--- src/sv/rotor_position_controller_macros.svh ---
// Assertion macros of the rotor position controller, used by rpc_step.
`ifndef ROTOR_POSITION_CONTROLLER_MACROS_SVH
`define ROTOR_POSITION_CONTROLLER_MACROS_SVH

// Same-cycle implication, checked at every rising edge outside reset
`define RPC_ASSERT_NOW(lbl, clk, rst, ante, cons, msg) \
  lbl: assert property (@(posedge clk) disable iff (rst) (ante) |-> (cons)) else $error(msg);

// Next-cycle implication, checked at every rising edge outside reset
`define RPC_ASSERT_NEXT(lbl, clk, rst, ante, cons, msg) \
  lbl: assert property (@(posedge clk) disable iff (rst) (ante) |=> (cons)) else $error(msg);

`endif

--- src/sv/rpc_pkg.sv ---
// Types and constants of the rotor position controller.
package rpc_pkg;

  // Command codes
  localparam logic [2:0] CMD_GOTO      = 3'd0;
  localparam logic [2:0] CMD_REL_CW    = 3'd1;
  localparam logic [2:0] CMD_REL_CCW   = 3'd2;
  localparam logic [2:0] CMD_STOP      = 3'd3;
  localparam logic [2:0] CMD_CALIBRATE = 3'd4;
  localparam logic [2:0] CMD_PULSE     = 3'd5;
  localparam logic [2:0] CMD_TICK      = 3'd6;

  // Status codes
  localparam logic [3:0] ST_NONE       = 4'd0;
  localparam logic [3:0] ST_STARTED    = 4'd1;
  localparam logic [3:0] ST_TOO_SMALL  = 4'd2;
  localparam logic [3:0] ST_STOPPED    = 4'd3;
  localparam logic [3:0] ST_CALIBRATED = 4'd4;
  localparam logic [3:0] ST_COUNTED    = 4'd5;
  localparam logic [3:0] ST_REACHED    = 4'd6;
  localparam logic [3:0] ST_TIMEOUT    = 4'd7;
  localparam logic [3:0] ST_IGNORED    = 4'd8;

  // Direction codes; bit 0 also drives the cw relay, bit 1 the ccw relay
  localparam logic [1:0] DIR_NONE = 2'b00;
  localparam logic [1:0] DIR_CW   = 2'b01;
  localparam logic [1:0] DIR_CCW  = 2'b10;

  // Configuration register indexes
  localparam int unsigned CFG_IDX_W = 3;
  localparam logic [CFG_IDX_W-1:0] REG_MIN_POSITION  = 3'd0;
  localparam logic [CFG_IDX_W-1:0] REG_MAX_POSITION  = 3'd1;
  localparam logic [CFG_IDX_W-1:0] REG_MIN_STEP      = 3'd2;
  localparam logic [CFG_IDX_W-1:0] REG_TIMEOUT_LIMIT = 3'd3;

  // Reset values of the configuration registers
  localparam logic signed [15:0] RST_MIN_POSITION  = -16'sd90;
  localparam logic signed [15:0] RST_MAX_POSITION  = 16'sd450;
  localparam logic [7:0]         RST_MIN_STEP      = 8'd3;
  localparam logic [7:0]         RST_TIMEOUT_LIMIT = 8'd4;

  localparam logic [7:0] IDLE_MAX = 8'hFF;

  typedef struct packed {
    logic [2:0]         cmd;
    logic signed [15:0] angle;
    logic               pulse_level;
  } command_t;

  typedef struct packed {
    logic [3:0]         status;
    logic signed [15:0] position;
    logic               rotating;
    logic               relay_cw;
    logic               relay_ccw;
  } result_t;

  typedef struct packed {
    logic signed [15:0] min_position;
    logic signed [15:0] max_position;
    logic [7:0]         min_step;
    logic [7:0]         timeout_limit;
  } cfg_t;

endpackage

--- src/sv/rpc_cfg.sv ---
// Configuration register file of the rotor position controller.
module rpc_cfg
  import rpc_pkg::*;
(
  input  logic                 clk,
  input  logic                 rst,
  input  logic                 wr_en,
  input  logic [CFG_IDX_W-1:0] wr_index,
  input  logic [15:0]          wr_data,
  output cfg_t                 cfg
);

  // One register per index; unknown indexes are dropped
  always_ff @(posedge clk) begin
    if (rst) begin
      cfg.min_position  <= RST_MIN_POSITION;
      cfg.max_position  <= RST_MAX_POSITION;
      cfg.min_step      <= RST_MIN_STEP;
      cfg.timeout_limit <= RST_TIMEOUT_LIMIT;
    end else if (wr_en) begin
      case (wr_index)
        REG_MIN_POSITION:  cfg.min_position  <= $signed(wr_data);
        REG_MAX_POSITION:  cfg.max_position  <= $signed(wr_data);
        REG_MIN_STEP:      cfg.min_step      <= wr_data[7:0];
        REG_TIMEOUT_LIMIT: cfg.timeout_limit <= wr_data[7:0];
        default: ;
      endcase
    end
  end

endmodule

--- src/sv/rpc_step.sv ---
// Rotor state registers and the per-command update logic.
module rpc_step
  import rpc_pkg::*;
(
  input  logic     clk,
  input  logic     rst,
  input  logic     go,
  input  command_t item,
  input  cfg_t     cfg,
  output result_t  res
);

  `include "rotor_position_controller_macros.svh"

  logic signed [15:0] position, position_next;
  logic signed [15:0] target, target_next;
  logic [1:0]         direction, direction_next;
  logic               active, active_next;
  logic [7:0]         idle_ticks, idle_ticks_next;
  logic [1:0]         relay, relay_next;
  logic [3:0]         status;

  logic signed [17:0] pos_x, ang_x, step_x, win_lo, win_hi;
  logic signed [16:0] ang_r, step_r;
  logic signed [15:0] pos_inc, pos_dec;
  logic [7:0]         idle_inc;

  // Widened operands for the goto window and relative-step compares
  assign pos_x   = {{2{position[15]}}, position};
  assign ang_x   = {{2{item.angle[15]}}, item.angle};
  assign step_x  = $signed({10'd0, cfg.min_step});
  assign win_lo  = pos_x - step_x;
  assign win_hi  = pos_x + step_x;
  assign ang_r   = {item.angle[15], item.angle};
  assign step_r  = $signed({9'd0, cfg.min_step});
  assign pos_inc = position + 16'sd1;
  assign pos_dec = position - 16'sd1;
  assign idle_inc = (idle_ticks == IDLE_MAX) ? idle_ticks : idle_ticks + 8'd1;

  // Next state and status for the command in the input register
  always_comb begin
    position_next   = position;
    target_next     = target;
    direction_next  = direction;
    active_next     = active;
    idle_ticks_next = idle_ticks;
    relay_next      = relay;
    status          = ST_NONE;
    case (item.cmd)
      CMD_GOTO: begin
        if (ang_x > win_lo && ang_x < win_hi) begin
          status = ST_TOO_SMALL;
        end else begin
          status = ST_STARTED;
          if (item.angle != position) begin
            target_next     = item.angle;
            active_next     = 1'b1;
            idle_ticks_next = '0;
            direction_next  = (item.angle > position) ? DIR_CW : DIR_CCW;
            relay_next      = (item.angle > position) ? DIR_CW : DIR_CCW;
          end
        end
      end
      CMD_REL_CW, CMD_REL_CCW: begin
        if (ang_r > step_r) begin
          status          = ST_STARTED;
          active_next     = 1'b1;
          idle_ticks_next = '0;
          if (item.cmd == CMD_REL_CW) begin
            target_next    = position + item.angle;
            direction_next = DIR_CW;
            relay_next     = DIR_CW;
          end else begin
            target_next    = position - item.angle;
            direction_next = DIR_CCW;
            relay_next     = DIR_CCW;
          end
        end else begin
          status = ST_TOO_SMALL;
        end
      end
      CMD_STOP: begin
        status      = ST_STOPPED;
        active_next = 1'b0;
        relay_next  = DIR_NONE;
      end
      CMD_CALIBRATE: begin
        status        = ST_CALIBRATED;
        position_next = item.angle;
      end
      CMD_PULSE: begin
        if (direction == DIR_CW && item.pulse_level) begin
          idle_ticks_next = '0;
          position_next   = pos_inc;
          status          = ST_COUNTED;
          if (active && (pos_inc > cfg.max_position || pos_inc >= target)) begin
            status      = ST_REACHED;
            active_next = 1'b0;
            relay_next  = DIR_NONE;
          end
        end else if (direction == DIR_CCW && !item.pulse_level) begin
          idle_ticks_next = '0;
          position_next   = pos_dec;
          status          = ST_COUNTED;
          if (active && (pos_dec < cfg.min_position || pos_dec <= target)) begin
            status      = ST_REACHED;
            active_next = 1'b0;
            relay_next  = DIR_NONE;
          end
        end else begin
          status = ST_IGNORED;
        end
      end
      CMD_TICK: begin
        if (active) begin
          idle_ticks_next = idle_inc;
          if (idle_inc > cfg.timeout_limit) begin
            status      = ST_TIMEOUT;
            active_next = 1'b0;
            relay_next  = DIR_NONE;
          end
        end
      end
      default: ;
    endcase
  end

  // State update, one command per beat
  always_ff @(posedge clk) begin
    if (rst) begin
      position   <= '0;
      target     <= '0;
      direction  <= DIR_NONE;
      active     <= 1'b0;
      idle_ticks <= '0;
      relay      <= DIR_NONE;
    end else if (go) begin
      position   <= position_next;
      target     <= target_next;
      direction  <= direction_next;
      active     <= active_next;
      idle_ticks <= idle_ticks_next;
      relay      <= relay_next;
    end
  end

  // Result beat as seen after this command
  assign res.status    = status;
  assign res.position  = position_next;
  assign res.rotating  = active_next;
  assign res.relay_cw  = relay_next[0];
  assign res.relay_ccw = relay_next[1];

  `RPC_ASSERT_NOW(a_relay_exclusive, clk, rst, 1'b1, $onehot0(relay), "both relays driven")
  `RPC_ASSERT_NOW(a_relay_tracks_active, clk, rst, 1'b1, active == (relay != DIR_NONE), "relay state disagrees with rotation flag")
  `RPC_ASSERT_NEXT(a_position_held, clk, rst, !go, $stable(position), "position moved without a command")

endmodule

--- src/sv/rotor_position_controller.sv ---
// Top level of the rotor position controller: beat registers around the update logic.
// Accepts one command per clock unless the result side stalls; each command
// gives exactly one result beat, through the input register and then the result
// register, and the command and result sides run without bubbles as long as
// the result side takes a beat every cycle. All rotor state is updated by the
// logic between the two registers, so throughput is one command per clock unless
// the result side stalls. Configuration writes are taken at any time through their
// own channel and must only be issued while no command is in flight.
module rotor_position_controller
  import rpc_pkg::*;
(
  input  logic                 clk,
  input  logic                 rst,
  input  logic                 command_valid,
  output logic                 command_ready,
  input  command_t             command,
  output logic                 result_valid,
  input  logic                 result_ready,
  output result_t              result,
  input  logic                 cfg_valid,
  output logic                 cfg_ready,
  input  logic [CFG_IDX_W-1:0] cfg_index,
  input  logic [15:0]          cfg_data
);

  logic     item_valid;
  command_t item;
  logic     go;
  cfg_t     cfg;
  result_t  res;

  // Command leaves the input register when the result register is free
  assign go            = item_valid && (!result_valid || result_ready);
  assign command_ready = !item_valid || go;
  assign cfg_ready     = 1'b1;

  rpc_cfg u_cfg (
    .clk      (clk),
    .rst      (rst),
    .wr_en    (cfg_valid),
    .wr_index (cfg_index),
    .wr_data  (cfg_data),
    .cfg      (cfg)
  );

  rpc_step u_step (
    .clk  (clk),
    .rst  (rst),
    .go   (go),
    .item (item),
    .cfg  (cfg),
    .res  (res)
  );

  // Input register
  always_ff @(posedge clk) begin
    if (rst) begin
      item_valid <= 1'b0;
    end else if (command_ready) begin
      item_valid <= command_valid;
    end
  end

  always_ff @(posedge clk) begin
    if (command_ready && command_valid) begin
      item <= command;
    end
  end

  // Result register
  always_ff @(posedge clk) begin
    if (rst) begin
      result_valid <= 1'b0;
    end else if (go) begin
      result_valid <= 1'b1;
    end else if (result_ready) begin
      result_valid <= 1'b0;
    end
  end

  always_ff @(posedge clk) begin
    if (go) begin
      result <= res;
    end
  end

endmodule

--- config.mk ---
export PLATFORM = sky130hd
export DESIGN_NAME = rotor_position_controller
export DESIGN_NICKNAME = d
export VERILOG_FILES = /design/src/sv/rpc_pkg.sv /design/src/sv/rpc_cfg.sv /design/src/sv/rpc_step.sv /design/src/sv/rotor_position_controller.sv
export VERILOG_INCLUDE_DIRS = /design/src /design/src/sv
export SDC_FILE = /design/constraint.sdc
export NUM_CORES = 1
export LEC_CHECK = 0
export BUFFER_PORTS_ARGS = -buffer_cell sky130_fd_sc_hd__buf_2
export CORE_ASPECT_RATIO = 0.6
export CORE_MARGIN = 2
export CORE_UTILIZATION = 35
export DETAILED_ROUTE_END_ITERATION = 10
export GPL_ROUTABILITY_DRIVEN = 0
export SYNTH_ARGS = -nofsm -noshare
export SYNTH_HDL_FRONTEND = slang
export SYNTH_SLANG_ARGS = --single-unit
--- constraint.sdc ---
create_clock -name clk -period 13.2 [get_ports clk]
set_clock_uncertainty 0.2 [all_clocks]
set_input_delay 1.98 -clock clk [delete_from_list [all_inputs] [get_ports clk]]
set_output_delay 1.98 -clock clk [all_outputs]
set_load 0.01 [all_outputs]
Word level (Yosys, flattened, before mapping)
Cells that the tools add are included.

Bits in registers: 138. Input port bits: 44. Logic and storage cells: 133.

$add $sub $neg: 7. $lt $le $gt $ge: 9. Equal/unequal tests: 18. Muxes and demuxes: 53. Reductions and logical operators: 26.

Operators by type and width (number): $mux W16 (6); $pmux W16 S2 (2); $mux W8 (7); $mux W2 (18); $gt A16 B16 Y1 (2); $pmux W8 S4 (1); $pmux W4 S6 (1); $add A16 B9 Y17 (1); $gt A16 B17 Y1 (1); $lt A16 B17 Y1 (1); $sub A16 B9 Y17 (1); $add A16 B16 Y16 (1); $add A16 B2 Y16 const B (1); $ge A16 B16 Y1 (1); $gt A16 B9 Y1 (1); $le A16 B16 Y1 (1); $lt A16 B16 Y1 (1); $ne A16 B16 Y1 (1); $sub A16 B16 Y16 (1); $sub A16 B2 Y16 const B (1); $eq A3 B2 Y1 const B (4); $mux W4 (3); $mux W1 (11); $pmux W2 S5 (1); 23 further kinds (44).

Depth between registers and ports, before layout
Depth after elaboration: 8. Depth in mapped cells: 25. Mapped depth without buffers: 23.

Hierarchy
A second synthesis with hierarchy kept.

Cells, all modules: 1467. Area, all modules: 12111.6 µm².

Modules (own cells, without submodules): rpc_step (times used 1, cells an instance 1219, area each 8705.8 µm², sequential area each 900.9 µm²); rpc_cfg (times used 1, cells an instance 193, area each 1999.4 µm², sequential area each 960.9 µm²); rotor_position_controller (times used 1, cells an instance 55, area each 1406.3 µm², sequential area each 1331.3 µm²).

Least setup slack after synthesis
No wires, ideal clock.

Path type: register to register. Start point: reg u_step.position[0]. End point: reg u_step.idle_ticks[0]. Library setup time: 0.073 ns. Data arrival time: 4.560 ns. Data required time: 12.927 ns. Path slack: 8.367 ns. Stages on the path, launching flop included: 25. Path buffers: 1. Clock period less this slack: 4.833 ns. Cell sequence: dfxtp_1 -> buf_4 -> inv_1 -> ha_1 -> inv_1 -> fa_1 -> a21o_1 -> a21oi_1 -> o21ai_0 -> and2_1 -> o21ai_0 -> nand2b_1 -> a21oi_1 -> nand2_1 -> xor2_1 -> ha_1 -> nand4_1 -> nor4_1 -> nand3_1 -> o21ai_0 -> a211o_1 -> and2_1 -> nor2_1 -> a311oi_4 -> mux2i_1.

Longest elaborated chain between the ends: 5. Elaborated cells between the ends (all ways): 9.

Ends and longest elaborated chain: from (decl) (line rpc_step.sv:15) `logic signed [15:0] position, position_next;`; from (signal assigned) (line rpc_step.sv:138) `position <= position_next;`; $sub A16 B9 Y17 or $add A16 B9 Y17 (tied branches) (line rpc_step.sv:32, rpc_step.sv:33); $gt A16 B17 Y1 or $lt A16 B17 Y1 (tied branches) (line rpc_step.sv:51) `if (ang_x > win_lo && ang_x < win_hi) begin`; $logic_and A1 B1 Y1 (line rpc_step.sv:51); $ne A2 B2 Y1 (no source line); $reduce_and A7 Y1 (no source line) *; to (signal assigned) (line rpc_step.sv:142) `idle_ticks <= idle_ticks_next;`; to (decl) (line rpc_step.sv:19) `logic [7:0] idle_ticks, idle_ticks_next;`.

Mark *: on every way between the ends. The rest lies on a longest branch, timed or not. A chain may end at the register's enable or synchronous reset.

Worst setup path after layout
Start point: reg u_step.position[0]. End point: reg u_step.target[9].

Longest elaborated chain between the ends: 5. Elaborated cells between the ends (all ways): 14.

Ends and longest elaborated chain: $sub A16 B9 Y17 or $add A16 B9 Y17 (tied branches) (line rpc_step.sv:32, rpc_step.sv:33); $gt A16 B17 Y1 or $lt A16 B17 Y1 (tied branches) (line rpc_step.sv:51); $logic_and A1 B1 Y1 (line rpc_step.sv:51); $ne A2 B2 Y1 (no source line); $reduce_and A5 Y1 (no source line); to (signal assigned) (line rpc_step.sv:139) `target <= target_next;`; to (decl) (line rpc_step.sv:16) `logic signed [15:0] target, target_next;`.

Several ways; a longest one is shown, not always the timed one. The select of a mux whose other input is x is not followed.

==> reports/metrics.csv <==
metric;value;unit
outcome;completed;
deepest clock path buffer count;2;
Setup Total Neg Slack;0;ps
Yosys warning total;0;
cell area after placement;12200;µm²
cell with the biggest individual delay on the critical path;nand2_1;
effective utilization at floorplan;0.355;
die width;238;µm
largest net degree at the start of global routing;53;
Mapped Avg Cell Area;8.06;µm²
minimum clock period;6150;ps
buffer type at the clock tree root;clkbuf_16;
number of remaining DRC errors;0;
routed vias/inst;5.63;
Hold Fails Final Rpt;0;
die boundary height;144;µm
share of flip-flops with an asynchronous set or reset;0;
sum of routed wire length over all layers;37700;µm
worst path arrival time;6220;ps
maximum operating frequency;0.163;GHz
vias after detailed routing;10700;
cell count after synthesis;1427;
kind of cell adding the most delay to the critical path;compound AO/OA/AOI/OAI gates;
Setup Fix Bufs, Post-CTS;0;
switching share of power;0.316;
final setup violation count;0;
multi-input logic area;7590;µm²
aggregate global-route resource usage;0.223;
IR drop worst, VDD;94.2;µV
clock sink count;138;
port buffer count;68;
count of state elements after synthesis;138;
cells along the critical path;inv_1 -> ha_1 -> inv_1 -> fa_1 -> a21o_1 -> a21oi_1 -> o21ai_0 -> and2_1 -> o21ai_0 -> nand2b_1 -> a21oi_1 -> nand2_1 -> xor2_1 -> ha_1 -> nand4_1 -> nor4_1 -> a21oi_1 -> a211o_1 -> nand4_1 -> nand2_1 -> o21ai_0 -> a41oi_1;
DP Wirelength;29100;µm
routed wire length per instance;19.8;µm
transition time at the pin with the least slew margin;1140;ps
post-cts resize count;0;
Fillers;3282;
power per cell area;100;nW/µm²
Detailed Routing Iterations Pass 1;6;
required arrival time at the worst endpoint;13270;ps
area added between synthesis and finish;11.8;%
count of inserted antenna diode cells;0;
Hold/Removal Path Class;flop to flop;
vias in the first global route;9996;
fin crit share;0.466;
CTS Hold Bufs;0;
endpoint kind of the worst setup timing path;flop;
Top Ports;70;
switching component of the power;0.407;mW
Max FO, Critical Path;32;
sequential share of the synthesized area;0.278;
area of the core;32400;µm²
number of synthesized flops with an enable pin;43;
fraction of layout instances using a drive strength above 1;0.100;
GRT overflow;0;
post-layout net count;1672;
Most used DFF post-synth;dfxtp_1;
H-tree levels;4;
setup repair after global routing missed its margin;false;
startpoint-to-endpoint class of the critical path;flop to flop;
Post-Layout Inst Area;12900;µm²
Max-slew headroom;0.234;
wire length of the first global-routing pass;58100;µm
final count of pins violating max slew;0;
Buf+Inv Stages, Crit Path;2;
critical path's largest stage delay;680;ps
full die area;34400;µm²
number of antenna violations at the first check in global routing;2;
TritonCTS clock tree;built;
sequential share of power;0.369;
leading cell types in the layout, fill and taps excluded;nand2_1 (188), ha_1 (161), a21oi_1 (128);
net count of the mapped netlist;1636;
insertion delay to the later sink of the worst-skew pair;460;ps
combinational group share of total power;0.224;
design internal power;0.882;mW
footprint of the flip-flops and latches;3190;µm²
clock transition at the registers of the reported paths;70;ps
num rows;51;
number of violations of the max-capacitance limit;0;
distinct cell type count of the synthesized netlist;82;
Static Leakage;5.32;nW
clock network fraction of total power;0.407;
cts bufs inserted;17;
netlist area before placement;11500;µm²
leading cell type in the layout, fill and taps excluded;nand2_1;
kind of launch point of the worst setup path;flop;
post-route ant nets;0;
1st-iter DRT viols;1247;
registers in the layout, indices dropped and copies added (netlist names), 2 cells and up:
register           cells
result                23
u_step.relay           2
u_step.position       16
u_step.idle_ticks      8
u_cfg.cfg             48
u_step.target         16
item                  20
u_step.direction       2
Yosys cell counts, types with 20 or more instances:
master,instances,area (µm²)
nand4_1,28,175
mux2i_1,25,250
clkbuf_1,46,173
nand2_1,188,706
xnor2_1,41,359
o21ai_0,57,285
nor2_1,113,424
a21oi_1,128,641
nor3_1,27,135
o211ai_1,31,233
nand3_1,42,210
ha_1,161,2010
dfxtp_1,95,1900
xor2_1,28,245
a211oi_1,20,150
edfxtp_1,43,1290
inv_1,115,432
metal layers:
layer / track usage / wire length [µm]
met2: 0.295 / 14200
met5: 0 / 16
met1: 0.349 / 19200
met4: 0.0523 / 405
met3: 0.0563 / 3910
cells by family after synthesis:
family | count (synthesis) | share of synthesized area
compound gates | 363 | 0.208
xor+xnor | 69 | 0.0525
fa+ha+maj | 165 | 0.182
buf+inv | 187 | 0.0634
flops | 138 | 0.278
mux | 26 | 0.0227
other cells | 1 | 0.000326
simple gates | 478 | 0.194
cell type report:
type	instances	area share
clock buffers	19	0.0337
clock inverters	13	0.0150
inverters	116	0.0339
multi-input cells	1102	0.590
flip-flops and latches	138	0.248
well taps	424	0.0412
repair buffers	88	0.0381
worst paths after layout:
path                                to                  from  slack (ps)  cells past startpoint
setup / recovery      u_step.target[9]    u_step.position[0]        7050                     22
hold / removal    u_step.idle_ticks[6]  u_step.idle_ticks[6]         260                      2
setup reg to reg      u_step.target[9]    u_step.position[0]        7050                     22
hold reg to reg   u_step.idle_ticks[6]  u_step.idle_ticks[6]         260                      2
worst reg2reg max path: stages (launching register included):
cell and delay (ps):
dfxtp_1 490, inv_1 200, ha_1 190, inv_1 50
fa_1 390, a21o_1 190, a21oi_1 240, o21ai_0 160
and2_1 190, o21ai_0 230, nand2b_1 140, a21oi_1 330
nand2_1 110, xor2_1 160, ha_1 350, nand4_1 130
nor4_1 400, a21oi_1 130, a211o_1 370, nand4_1 160
nand2_1 680, o21ai_0 440, a41oi_1 70
metrics by stage:
step,setup WS (ps),cells,hold slack (ps),util,power (mW)
finish,7050,1900,257,0.397,1.29
global route,6500,1900,273,0.397,1.35
CTS,7190,1899,259,0.397,1.29
detailed placement,7200,1867,250,0.377,0.764
global placement,7390,1867,243,0.377,0.758
floorplan,8370,1427,235,-,0.675
power groups by stage:
| stage | clock [mW] | combinational (mW) | sequential, mW |
|---|---|---|---|
| after floorplan | 0 | 0.200 | 0.475 |
| after global placement | 0 | 0.274 | 0.484 |
| after detailed placement | 0 | 0.280 | 0.484 |
| after CTS | 0.535 | 0.282 | 0.475 |
| after global routing | 0.552 | 0.321 | 0.477 |
| final | 0.524 | 0.289 | 0.476 |
Power figures use the tool's default switching activity.
